$ cat config.mk
export PLATFORM = sky130hd
export DESIGN_NAME = token_bucket_meter_ecn
export DESIGN_NICKNAME = d
export VERILOG_FILES = /design/src/rtl/tbm_pkg.sv /design/src/rtl/tbm_mult.sv /design/src/rtl/tbm_div.sv /design/src/rtl/token_bucket_meter_ecn.sv
export SDC_FILE = /design/constraint.sdc
export NUM_CORES = 2
export LEC_CHECK = 0
export ABC_CLOCK_PERIOD_IN_PS = 17200
export BUFFER_PORTS_ARGS = -buffer_cell sky130_fd_sc_hd__buf_2
export CORE_MARGIN = 4
export CORE_UTILIZATION = 55
export DETAILED_ROUTE_END_ITERATION = 6
export PLACE_DENSITY_LB_ADDON = 0.3
export SLEW_MARGIN = 10
export SYNTH_ARGS = -nofsm -noshare
export SYNTH_HDL_FRONTEND = slang
export SYNTH_SLANG_ARGS = --single-unit
$ cat constraint.sdc
create_clock -name aclk -period 17.2 [get_ports aclk]
set_input_delay 3.44 -clock aclk [delete_from_list [all_inputs] [get_ports aclk]]
set_output_delay 3.44 -clock aclk [all_outputs]
set_load 0.005 [all_outputs]
$ cat src/rtl/tbm_pkg.sv
// Shared types and constants for the token bucket meter with ECN marking.
// No dependencies; tbm_div, the top level and the testbench import this package.
`default_nettype none

package tbm_pkg;

    // Configuration register indexes.
    localparam logic [2:0] CFG_BUCKET_SIZE  = 3'd0;
    localparam logic [2:0] CFG_RATE         = 3'd1;
    localparam logic [2:0] CFG_COLOR_AWARE  = 3'd2;
    localparam logic [2:0] CFG_ECN_ENABLE   = 3'd3;
    localparam logic [2:0] CFG_WINDOW_LIMIT = 3'd4;

    // Reset values of the configuration registers.
    localparam logic [31:0] BUCKET_SIZE_RESET  = 32'd800000;
    localparam logic [31:0] RATE_RESET         = 32'd65536;
    localparam logic [15:0] WINDOW_LIMIT_RESET = 16'd1000;

    // Tokens granted when the timestamp runs backwards.
    localparam logic [64:0] BACKWARD_TOKENS = 65'd100000;
    // Physical overhead charged on top of every packet.
    localparam logic [17:0] PHY_OVERHEAD_BITS = 18'd64;

    // Window counters are 17 bits wide.
    localparam int unsigned WIN_W = 17;

    typedef struct packed {
        logic             start;
        logic [WIN_W-1:0] dividend;
        logic [WIN_W-1:0] divisor;
    } tbm_div_req_t;

    typedef struct packed {
        logic busy;
        logic done;
    } tbm_div_sts_t;

endpackage

`default_nettype wire

$ cat src/rtl/tbm_mult.sv
// Registered 32 x 32 unsigned multiplier shared by both refill products.
// Depends on nothing but its ports.
`default_nettype none

module tbm_mult (
    input  wire logic        aclk,
    input  wire logic [31:0] mul_a,
    input  wire logic [31:0] mul_b,
    output logic      [63:0] mul_prod
);

    logic [63:0] prod_reg;

    always_ff @(posedge aclk) begin
        prod_reg <= {32'b0, mul_a} * {32'b0, mul_b};
    end

    assign mul_prod = prod_reg;

endmodule

`default_nettype wire

$ cat src/rtl/tbm_div.sv
// Restoring divider for the marking probability, one quotient bit a cycle.
// Depends on tbm_pkg for the request and status structs.
`default_nettype none

module tbm_div
    import tbm_pkg::*;
#(
    parameter int unsigned QW = 17
) (
    input  wire logic         aclk,
    input  wire logic         aresetn,
    input  wire tbm_div_req_t div_req,
    output tbm_div_sts_t      div_sts,
    output logic [QW-1:0]     quotient
);

    localparam int unsigned CW = $clog2(QW + 1);

    logic [WIN_W:0]   rem_reg;
    logic [WIN_W-1:0] den_reg;
    logic [QW-1:0]    q_reg;
    logic [CW-1:0]    cnt_reg;
    logic             done_reg;

    logic [WIN_W:0] diff;
    logic [WIN_W:0] rem_sel;
    logic           ge;

    // The dividend never exceeds the divisor, so the quotient fits QW bits
    // and the first step already yields its top bit.
    assign ge      = rem_reg >= {1'b0, den_reg};
    assign diff    = rem_reg - {1'b0, den_reg};
    assign rem_sel = ge ? diff : rem_reg;

    always_ff @(posedge aclk) begin
        if (!aresetn) begin
            cnt_reg  <= '0;
            done_reg <= 1'b0;
        end else begin
            done_reg <= 1'b0;
            if (div_req.start) begin
                cnt_reg <= CW'(QW);
            end else if (cnt_reg != '0) begin
                cnt_reg <= cnt_reg - 1'b1;
                if (cnt_reg == CW'(1)) begin
                    done_reg <= 1'b1;
                end
            end
        end
    end

    always_ff @(posedge aclk) begin
        if (div_req.start) begin
            rem_reg <= {1'b0, div_req.dividend};
            den_reg <= div_req.divisor;
            q_reg   <= '0;
        end else if (cnt_reg != '0) begin
            rem_reg <= {rem_sel[WIN_W-1:0], 1'b0};
            q_reg   <= {q_reg[QW-2:0], ge};
        end
    end

    assign div_sts.busy = (cnt_reg != '0);
    assign div_sts.done = done_reg;
    assign quotient     = q_reg;

endmodule

`default_nettype wire

$ cat src/rtl/token_bucket_meter_ecn.sv
// Top level of the single-rate token bucket meter with random ECN marking.
// Depends on tbm_pkg, tbm_mult and tbm_div.
//
//  Channel  Ports                          Moves
//  s_       s_tvalid s_tready s_tdata/user one packet descriptor per item
//  m_       m_tvalid m_tready m_tdata/user one verdict per item
//  cfg_     cfg_we cfg_addr cfg_wdata      register write, no back-pressure
//
// From acceptance to a valid result an item goes through one operand load, two passes
// through the shared multiplier, a refill step, a charge step and the load of the
// output register, which waits while a result is still held there unread.
// An item that closes the window also waits in S_DIV for the serial divider.
// s_tready is high only while the sequencer is idle.
// A finished result waits in the output register while the next item is taken.
// Reset is synchronous and active low; it restores all but the per-item registers.
`default_nettype none

module token_bucket_meter_ecn
    import tbm_pkg::*;
#(
    parameter int unsigned PROB_FRACTION_BITS = 16
) (
    input  wire logic        aclk,
    input  wire logic        aresetn,
    // Fields from bit 0: arrival_time[47:0], packet_bits[64:48],
    // random_fraction[80:65], zero fill [87:81].
    input  wire logic [87:0] s_tdata,
    // Fields from bit 0: incoming_color[1:0], forced_red[2].
    input  wire logic [2:0]  s_tuser,
    input  wire logic        s_tvalid,
    output logic             s_tready,
    // Fields from bit 0: passed[0], zero fill [7:1].
    output logic      [7:0]  m_tdata,
    // Fields from bit 0: ecn_mark[0].
    output logic      [0:0]  m_tuser,
    output logic             m_tvalid,
    input  wire logic        m_tready,
    input  wire logic        cfg_we,
    input  wire logic [2:0]  cfg_addr,
    input  wire logic [31:0] cfg_wdata
);

    localparam int unsigned PW    = PROB_FRACTION_BITS + 1;
    localparam int unsigned CMP_W = PROB_FRACTION_BITS + 17;

    localparam logic [2:0] S_IDLE   = 3'd0;
    localparam logic [2:0] S_LOAD   = 3'd1;
    localparam logic [2:0] S_MUL_LO = 3'd2;
    localparam logic [2:0] S_MUL_HI = 3'd3;
    localparam logic [2:0] S_BUCKET = 3'd4;
    localparam logic [2:0] S_CHARGE = 3'd5;
    localparam logic [2:0] S_DIV    = 3'd6;
    localparam logic [2:0] S_DONE   = 3'd7;

    logic [2:0] state_reg;

    // Configuration.
    logic [31:0] size_reg;
    logic [31:0] rate_reg;
    logic        color_aware_reg;
    logic        ecn_enable_reg;
    logic [15:0] limit_reg;

    // Meter state.
    logic [31:0]      fill_reg;
    logic [47:0]      last_time_reg;
    logic [PW-1:0]    prob_reg;
    logic [WIN_W-1:0] packets_reg;
    logic [WIN_W-1:0] drops_reg;

    // Per-item working registers.
    logic [47:0] elapsed_reg;
    logic        backward_reg;
    logic [16:0] pkt_bits_reg;
    logic [1:0]  color_reg;
    logic        forced_reg;
    logic [15:0] rnd_reg;
    logic [31:0] lo_part_reg;
    logic [64:0] tokens_reg;
    logic        pass_reg;
    logic        mark_reg;

    logic        m_tvalid_reg;
    logic        m_passed_reg;
    logic        m_mark_reg;

    logic        s_accept;
    logic [47:0] in_time;
    logic [31:0] mul_a;
    logic [63:0] mul_prod;
    logic [31:0] headroom;
    logic        refill_fits;
    logic [17:0] cost;
    logic        green_in;
    logic        pass_now;
    logic        mark_now;
    logic [WIN_W-1:0] drops_upd;
    logic        window_end;
    logic        out_free;

    tbm_div_req_t  div_req;
    tbm_div_sts_t  div_sts;
    logic [PW-1:0] div_q;

    assign s_tready = (state_reg == S_IDLE);
    assign s_accept = s_tvalid && s_tready;
    assign in_time  = s_tdata[47:0];
    assign out_free = !m_tvalid_reg || m_tready;

    // The multiplier takes the low 16 elapsed bits first, then the high 32.
    assign mul_a = (state_reg == S_LOAD) ? {16'b0, elapsed_reg[15:0]} : elapsed_reg[47:16];

    tbm_mult u_mult (
        .aclk     (aclk),
        .mul_a    (mul_a),
        .mul_b    (rate_reg),
        .mul_prod (mul_prod)
    );

    assign headroom    = size_reg - fill_reg;
    assign refill_fits = (fill_reg <= size_reg) && (tokens_reg <= {33'b0, headroom});

    assign cost      = {1'b0, pkt_bits_reg} + PHY_OVERHEAD_BITS;
    assign green_in  = (!color_aware_reg || (color_reg == 2'd0)) && !forced_reg;
    assign pass_now  = green_in && (fill_reg >= {14'b0, cost});
    assign mark_now  = pass_now && ecn_enable_reg &&
                       ({1'b0, rnd_reg, {PROB_FRACTION_BITS{1'b0}}} <
                        CMP_W'({prob_reg, 16'b0}));
    assign drops_upd = pass_now ? drops_reg : drops_reg + 1'b1;
    assign window_end = packets_reg > {1'b0, limit_reg};

    assign div_req.start    = (state_reg == S_CHARGE) && window_end;
    assign div_req.dividend = drops_upd;
    assign div_req.divisor  = packets_reg;

    tbm_div #(
        .QW (PW)
    ) u_div (
        .aclk     (aclk),
        .aresetn  (aresetn),
        .div_req  (div_req),
        .div_sts  (div_sts),
        .quotient (div_q)
    );

    // Sequencer, meter state and configuration.
    always_ff @(posedge aclk) begin
        if (!aresetn) begin
            state_reg       <= S_IDLE;
            size_reg        <= BUCKET_SIZE_RESET;
            rate_reg        <= RATE_RESET;
            color_aware_reg <= 1'b0;
            ecn_enable_reg  <= 1'b0;
            limit_reg       <= WINDOW_LIMIT_RESET;
            fill_reg        <= BUCKET_SIZE_RESET;
            last_time_reg   <= '0;
            prob_reg        <= '0;
            packets_reg     <= '0;
            drops_reg       <= '0;
            m_tvalid_reg    <= 1'b0;
        end else begin
            if (cfg_we) begin
                unique case (cfg_addr)
                    CFG_BUCKET_SIZE: begin
                        size_reg <= cfg_wdata;
                        fill_reg <= cfg_wdata;
                    end
                    CFG_RATE:         rate_reg        <= cfg_wdata;
                    CFG_COLOR_AWARE:  color_aware_reg <= cfg_wdata[0];
                    CFG_ECN_ENABLE:   ecn_enable_reg  <= cfg_wdata[0];
                    CFG_WINDOW_LIMIT: limit_reg       <= cfg_wdata[15:0];
                    default: ;
                endcase
            end

            if (m_tvalid_reg && m_tready && (state_reg != S_DONE)) begin
                m_tvalid_reg <= 1'b0;
            end

            unique case (state_reg)
                S_IDLE: begin
                    if (s_accept) begin
                        last_time_reg <= in_time;
                        packets_reg   <= packets_reg + 1'b1;
                        state_reg     <= S_LOAD;
                    end
                end
                S_LOAD:   state_reg <= S_MUL_LO;
                S_MUL_LO: state_reg <= S_MUL_HI;
                S_MUL_HI: state_reg <= S_BUCKET;
                S_BUCKET: begin
                    fill_reg  <= refill_fits ? fill_reg + tokens_reg[31:0] : size_reg;
                    state_reg <= S_CHARGE;
                end
                S_CHARGE: begin
                    if (pass_now) begin
                        fill_reg <= fill_reg - {14'b0, cost};
                    end
                    drops_reg <= drops_upd;
                    state_reg <= window_end ? S_DIV : S_DONE;
                end
                S_DIV: begin
                    if (div_sts.done) begin
                        prob_reg    <= div_q;
                        packets_reg <= '0;
                        drops_reg   <= '0;
                        state_reg   <= S_DONE;
                    end
                end
                S_DONE: begin
                    if (out_free) begin
                        m_tvalid_reg <= 1'b1;
                        state_reg    <= S_IDLE;
                    end
                end
                default: state_reg <= S_IDLE;
            endcase
        end
    end

    // Item payload registers.
    always_ff @(posedge aclk) begin
        if (s_accept) begin
            elapsed_reg  <= in_time - last_time_reg;
            backward_reg <= in_time < last_time_reg;
            pkt_bits_reg <= s_tdata[64:48];
            rnd_reg      <= s_tdata[80:65];
            color_reg    <= s_tuser[1:0];
            forced_reg   <= s_tuser[2];
        end
        if (state_reg == S_MUL_LO) begin
            lo_part_reg <= mul_prod[47:16];
        end
        if (state_reg == S_MUL_HI) begin
            tokens_reg <= backward_reg ? BACKWARD_TOKENS
                                       : {1'b0, mul_prod} + {33'b0, lo_part_reg};
        end
        if (state_reg == S_CHARGE) begin
            pass_reg <= pass_now;
            mark_reg <= mark_now;
        end
        if ((state_reg == S_DONE) && out_free) begin
            m_passed_reg <= pass_reg;
            m_mark_reg   <= mark_reg;
        end
    end

    assign m_tvalid = m_tvalid_reg;
    assign m_tdata  = {7'b0, m_passed_reg};
    assign m_tuser  = m_mark_reg;

endmodule

`default_nettype wire

**Word level (Yosys, flattened, before mapping)**

Cells that the tools add are included.

- Add/subtract/negate cells: 10
- Multiply operators: 1
- $lt $le $gt $ge: 7
- Equality and inequality tests: 16
- Muxes and demuxes: 25
- Bitwise gates (word level): 2
- Reductions and logical operators: 34

Operators by type and width:

| cell | count |
|---|---|
| 32-bit two-way mux | 5 |
| 17-bit two-way mux | 6 |
| 17-bit one-hot mux with 2 select lines | 2 |
| 64-bit by 32-bit adder with 65-bit output | 1 |
| 65-bit by 32-bit <= comparator with 1-bit output | 1 |
| 32-bit by 32-bit multiplier with 64-bit output | 1 |
| 32-bit one-hot mux with 2 select lines | 1 |
| 48-bit less-than comparator | 1 |
| 48-bit subtractor | 1 |
| 17-bit by 1-bit adder with 17-bit output (second input constant) | 2 |
| 32-bit by 33-bit less-than comparator with 1-bit output | 1 |
| 32-bit adder | 1 |
| 32-bit by 18-bit greater-or-equal comparator with 1-bit output | 1 |
| 32-bit <= comparator | 1 |
| 32-bit by 18-bit subtractor with 32-bit output | 1 |
| 32-bit subtractor | 1 |
| 3-bit one-hot mux with 8 select lines | 1 |
| 17-bit by 7-bit adder with 18-bit output (second input constant) | 1 |
| 18-bit by 17-bit greater-or-equal comparator with 1-bit output | 1 |
| 17-bit by 16-bit greater-than comparator with 1-bit output | 1 |
| 17-bit subtractor | 1 |
| 2-bit AND reduction | 8 |
| 3-bit == test (second input constant) | 5 |
| 3-bit by 2-bit == test with 1-bit output (second input constant) | 4 |
| 20 further kinds | 46 |

- Bits in registers: 525
- Bits of input ports: 131
- Output and inout port bits: 11
- Logic and storage cells: 127

**Depth between registers and ports, before layout**

- Depth after elaboration: 6
- Gate-level depth with buffers: 35
- Gate-level depth less buffers: 32

**Hierarchy**

A second synthesis with hierarchy kept.

- Cell total of the unflattened synthesis: 7,253
- Area, all modules: 64,384.2 µm²

Modules (own cells, without submodules):

| module | times used | cells an instance | area an instance (µm²) | sequential area each (µm²) |
|---|---|---|---|---|
| tbm_mult | 1 | 3,812 | 34,784.6 | 1,281.2 |
| token_bucket_meter_ecn | 1 | 3,095 | 26,270.2 | 9,929.5 |
| tbm_div | 1 | 346 | 3,329.4 | 1,501.4 |

**Worst setup path before layout**

No wires, ideal clock.

- Path kind: register to register
- Start point: register state_reg[1]
- End point: register u_mult.prod_reg[61] (netlist: u_mult.mul_prod[61])
- Setup time: 0.072 ns
- Arrival time: 8.260 ns
- Required time: 17.128 ns
- Path slack: 8.868 ns
- Stages on the path, launching flop included: 30
- Buffers on the path: 4
- Clock period less this slack: 8.332 ns
- Cells stage by stage: dfxtp_1 > inv_1 > ha_1 > nand2b_1 > clkbuf_1 > clkbuf_1 > mux2_2 > clkbuf_1 > and2_1 > fa_1 > fa_1 > inv_1 > fa_1 > fa_1 > fa_1 > inv_1 > fa_1 > fa_1 > fa_1 > ha_1 > clkbuf_1 > a21oi_1 > o21ai_0 > or3_1 > o31ai_1 > a31o_2 > o21bai_1 > a311o_1 > a21oi_1 > xnor2_1

- Cells in the longest elaborated chain, start to end: 3

RTL lines:

| item | line | text |
|---|---|---|
| from (decl) | token_bucket_meter_ecn.sv:55 | `logic [2:0] state_reg;` |
| from (signal assigned) | token_bucket_meter_ecn.sv:200 | `state_reg <= window_end ? S_DIV : S_DONE;` |
| 3-bit by 1-bit == test with 1-bit output | token_bucket_meter_ecn.sv:111 | `assign mul_a = (state_reg == S_LOAD) ? {16'b0, elapsed_reg[15:0]} : elapsed_reg[47:16];` |
| 32-bit two-way mux | token_bucket_meter_ecn.sv:111 |  |
| 32-bit by 32-bit multiplier with 64-bit output | tbm_mult.sv:15 | `prod_reg <= {32'b0, mul_a} * {32'b0, mul_b};` |
| to (signal assigned) | tbm_mult.sv:15 |  |
| to (decl) | tbm_mult.sv:12 | `logic [63:0] prod_reg;` |

Every way passes these cells.
A chain may end at the register's enable or synchronous reset.

**Final worst setup path**

- Start point: register state_reg[2]
- End point: register u_mult.prod_reg[61] (netlist: u_mult.mul_prod[61])

Same word-level chain as after synthesis.

==> qor.yml <==
outcome: "finished clean"
p_sw_frac: 0.475
yosysMostFrequentCell: "inv_1"
grt_use_met1: 0.396
clkLatencyLatePin_ps: 690
wl_mm: 181
synth_cells: 7154
grt_overflow: 0
crit_family: "adder cells"
fin_crit_ps: 10690
dp.cells: 8508
finalCritPeriodShare: 0.621
pwr-share-comb: 0.590
maxSlewViolCount: 0
max_slew_margin: 0.173
num-fill-cells: 9963
use_met2: 0.484
cts_tree: "done"
netlist-cell-type-count: 99
rows: 124
crit_slowest_cell: "mux2_2"
finClkSkew_ps: 71.1
grt_use_met3: 0.0565
yosys_warnings: 0
core-area_um2: 115000
cts_resized: 0
min_path_type: "reg2reg"
clk_pin_slew_ps: 60
critPathLaunchType: "flop"
yosys-top-cells-area: "fa_1 28%, edfxtp_1 10%, ha_1 10%"
wl_per_cell_um: 21.0
ctsHoldBuffers: 0
grt_first_pass_wirelength_mm: 287
finalSetupTns_ps: 0
drive_gt1_frac: 0.0555
worstPathCellList: "nand2b_4 -> buf_12 -> mux2_2 -> and2_1 -> fa_1 -> fa_1 -> inv_1 -> fa_1 -> fa_1 -> fa_1 -> inv_1 -> fa_1 -> fa_1 -> fa_1 -> ha_1 -> a21oi_1 -> o21ai_0 -> or3_1 -> o31ai_1 -> a31o_2 -> o21bai_1 -> a311o_1 -> a21oi_1 -> xnor2_1"
die_area_um2: 122000
cellLeakagePower_nw: 31.9
crit_type: "reg2reg"
synth-seq-cells: 525
grt_use_total: 0.299
portBuffers: 127
end_kind: "flop"
die_w_um: 349
power_frac_seq: 0.237
post-cts-setup-buffer-count: 0
yosysSeqAreaShare: 0.198
cts_num_sinks: 525
synth_top_area_frac: 0.282
dp_hpwl_mm: 139
place_congestion: 0.952
avgViaCountPerCell: 5.86
synthToLayoutAreaGrowth_pct: 6.13
worstMarginPinSlew_ps: 1230
cap_violations: 0
grt.busiest_layer: "met2"
synthFlopType: "dfxtp_1"
via_count: 50559
path_buf_inv: 3
ys_top_cells_by_count: "1080 x inv_1, 966 x nand2_1, 902 x fa_1, 514 x ha_1, 461 x a21oi_1"
finalNonFillerCells: 8625
hold_viol_final: 0
cp.arrival_ps: 11300
setup_viol: 0
antenna_found_initial: 6
cts_buffers: 61
fmax_mhz: 93.6
crit_top_cell: "fa_1"
grt_max_degree: 212
final_nets: 8606
cts_root_buf: "clkbuf_16"
syn_area_um2: 64100
clockBufferDepth: 3
max_stage_delay_ps: 960
grt_setup_unrepaired: "no"
required_ps: 17810
synth.avg_cell_area_um2: 8.96
antenna_left: 0
synth_area_leader_cell: "fa_1"
die_y_um: 349
powerDensity_nw_per_um2: 117
initial_core_util: 0.557
pwr-share-clk: 0.173
synth_edf_count: 220
cp_max_fo: 211
p_int_mw: 4.19
ios: 142
drtPass1Iterations: 5
vdd_drop_max_mv: 0.107
htreeDepth: 2
largest_reg_flops: 65
async_reset_ff_frac: 0
netSwitchingPower_mw: 3.79
grt_pass1_vias: 52246
drtIter0Drc: 4140
drcViolationCount: 0
-- metrics by stage --
| stage | instance area, um2 | total power [mW] | util | hold WS, ps | setup slack (ps) |
|---|---|---|---|---|---|
| 6_report | 68000 | 7.98 | 0.592 | 422 | 6510 |
| 5_1_grt | 68000 | 8.60 | 0.592 | 439 | 6090 |
| 4_1_cts | 68000 | 7.94 | 0.592 | 421 | 6770 |
| 3_5_place_dp | 65900 | 6.53 | 0.573 | 406 | 6820 |
| 3_3_place_gp | 65900 | 6.42 | 0.573 | 401 | 6900 |
| 2_1_floorplan | 64100 | 5.18 | - | 400 | 8870 |
-- placed cells by master (no fill, tap or decap), types with 15 or more instances in the layout --
cell,netlist,layout
nand4_1,56,56
nor2b_1,40,39
or3_1,29,29
nand3_1,78,78
inv_1,1080,1079
o22ai_1,15,15
fa_1,902,902
a221oi_1,18,17
a21oi_1,461,461
clkbuf_16,0,62
dfxtp_1,305,296
clkbuf_1,336,16
o21ai_0,157,157
a31oi_1,27,27
and2_1,352,352
o21a_1,49,49
nor2_1,270,267
mux2_2,24,24
mux2i_1,27,27
buf_2,12,127
nand2b_1,44,43
xnor2_1,181,181
a21o_1,144,144
o211ai_1,31,31
xor2_1,85,85
and3_1,305,305
a211oi_1,40,40
o21bai_1,41,41
edfxtp_1,220,220
ha_1,514,514
nor3_1,56,55
buf_4,9,75
a211o_1,15,15
nor4_1,30,29
nand2_1,966,964
-- area by class of cell --
| cell class | instances | area [um2] | area share |
|---|---|---|---|
| Clock inverter | 36 | 513 | 0.00754 |
| Clock buffer | 80 | 1640 | 0.0241 |
| Inverter | 1083 | 4080 | 0.0599 |
| Tap cell | 1512 | 1890 | 0.0278 |
| Antenna cell | 1 | 2.50 | 0.0000368 |
| Timing Repair Buffer | 203 | 1220 | 0.0179 |
| Multi-Input combinational cell | 5185 | 45900 | 0.676 |
| Sequential cell | 525 | 12700 | 0.187 |
-- layer usage --
metal / vias up / wire, um / share of wire
met5: - / 13 / 0.000072
met2: 2178 / 82300 / 0.45
met1: 24900 / 73900 / 0.41
met4: 2 / 8730 / 0.048
met3: 450 / 16400 / 0.090
li1: 23029 / - / -
-- power by group through the flow --
stage	clock [mW]	sequential, mW	combinational (mW)
after floorplan	0	1.79	3.39
after global placement	0	1.90	4.52
after detailed placement	0	1.91	4.61
after CTS	1.40	1.89	4.65
after global routing	1.45	1.91	5.23
final	1.38	1.89	4.71
-- path summary, 6_finish.rpt --
| kind | from | to | slack (ps) | cells past startpoint |
|---|---|---|---|---|
| max | state_reg[2] | u_mult.mul_prod[61] | 6510 | 24 |
| min | pass_reg | m_passed_reg | 420 | 0 |
| max reg2reg | state_reg[2] | u_mult.mul_prod[61] | 6510 | 24 |
| min reg2reg | pass_reg | m_passed_reg | 420 | 0 |
-- worst register-to-register path: cells and delay by family, from the launching register on --
family / cells / cell delay [ps]
XOR/XNOR: 1 / 150
multiplexers: 1 / 1160
AND/OR/NAND/NOR: 3 / 1340
AO/OA/AOI/OAI: 7 / 2190
adder cells (fa/ha/maj): 9 / 4440
buffers and inverters: 3 / 710
flip-flops: 1 / 620
-- cell families after synthesis --
group,Yosys count,share of synthesized area
DFF,525,0.198
and+or+nand+nor,2296,0.175
muxes,52,0.00867
other,1,0.0000585
adders and majority gates,1416,0.382
xor gates and xnor gates,266,0.0364
AOI/OAI and AO/OA,1148,0.114
buffers and inverters,1450,0.0857
Note: power is estimated with default switching activity, not from simulation.
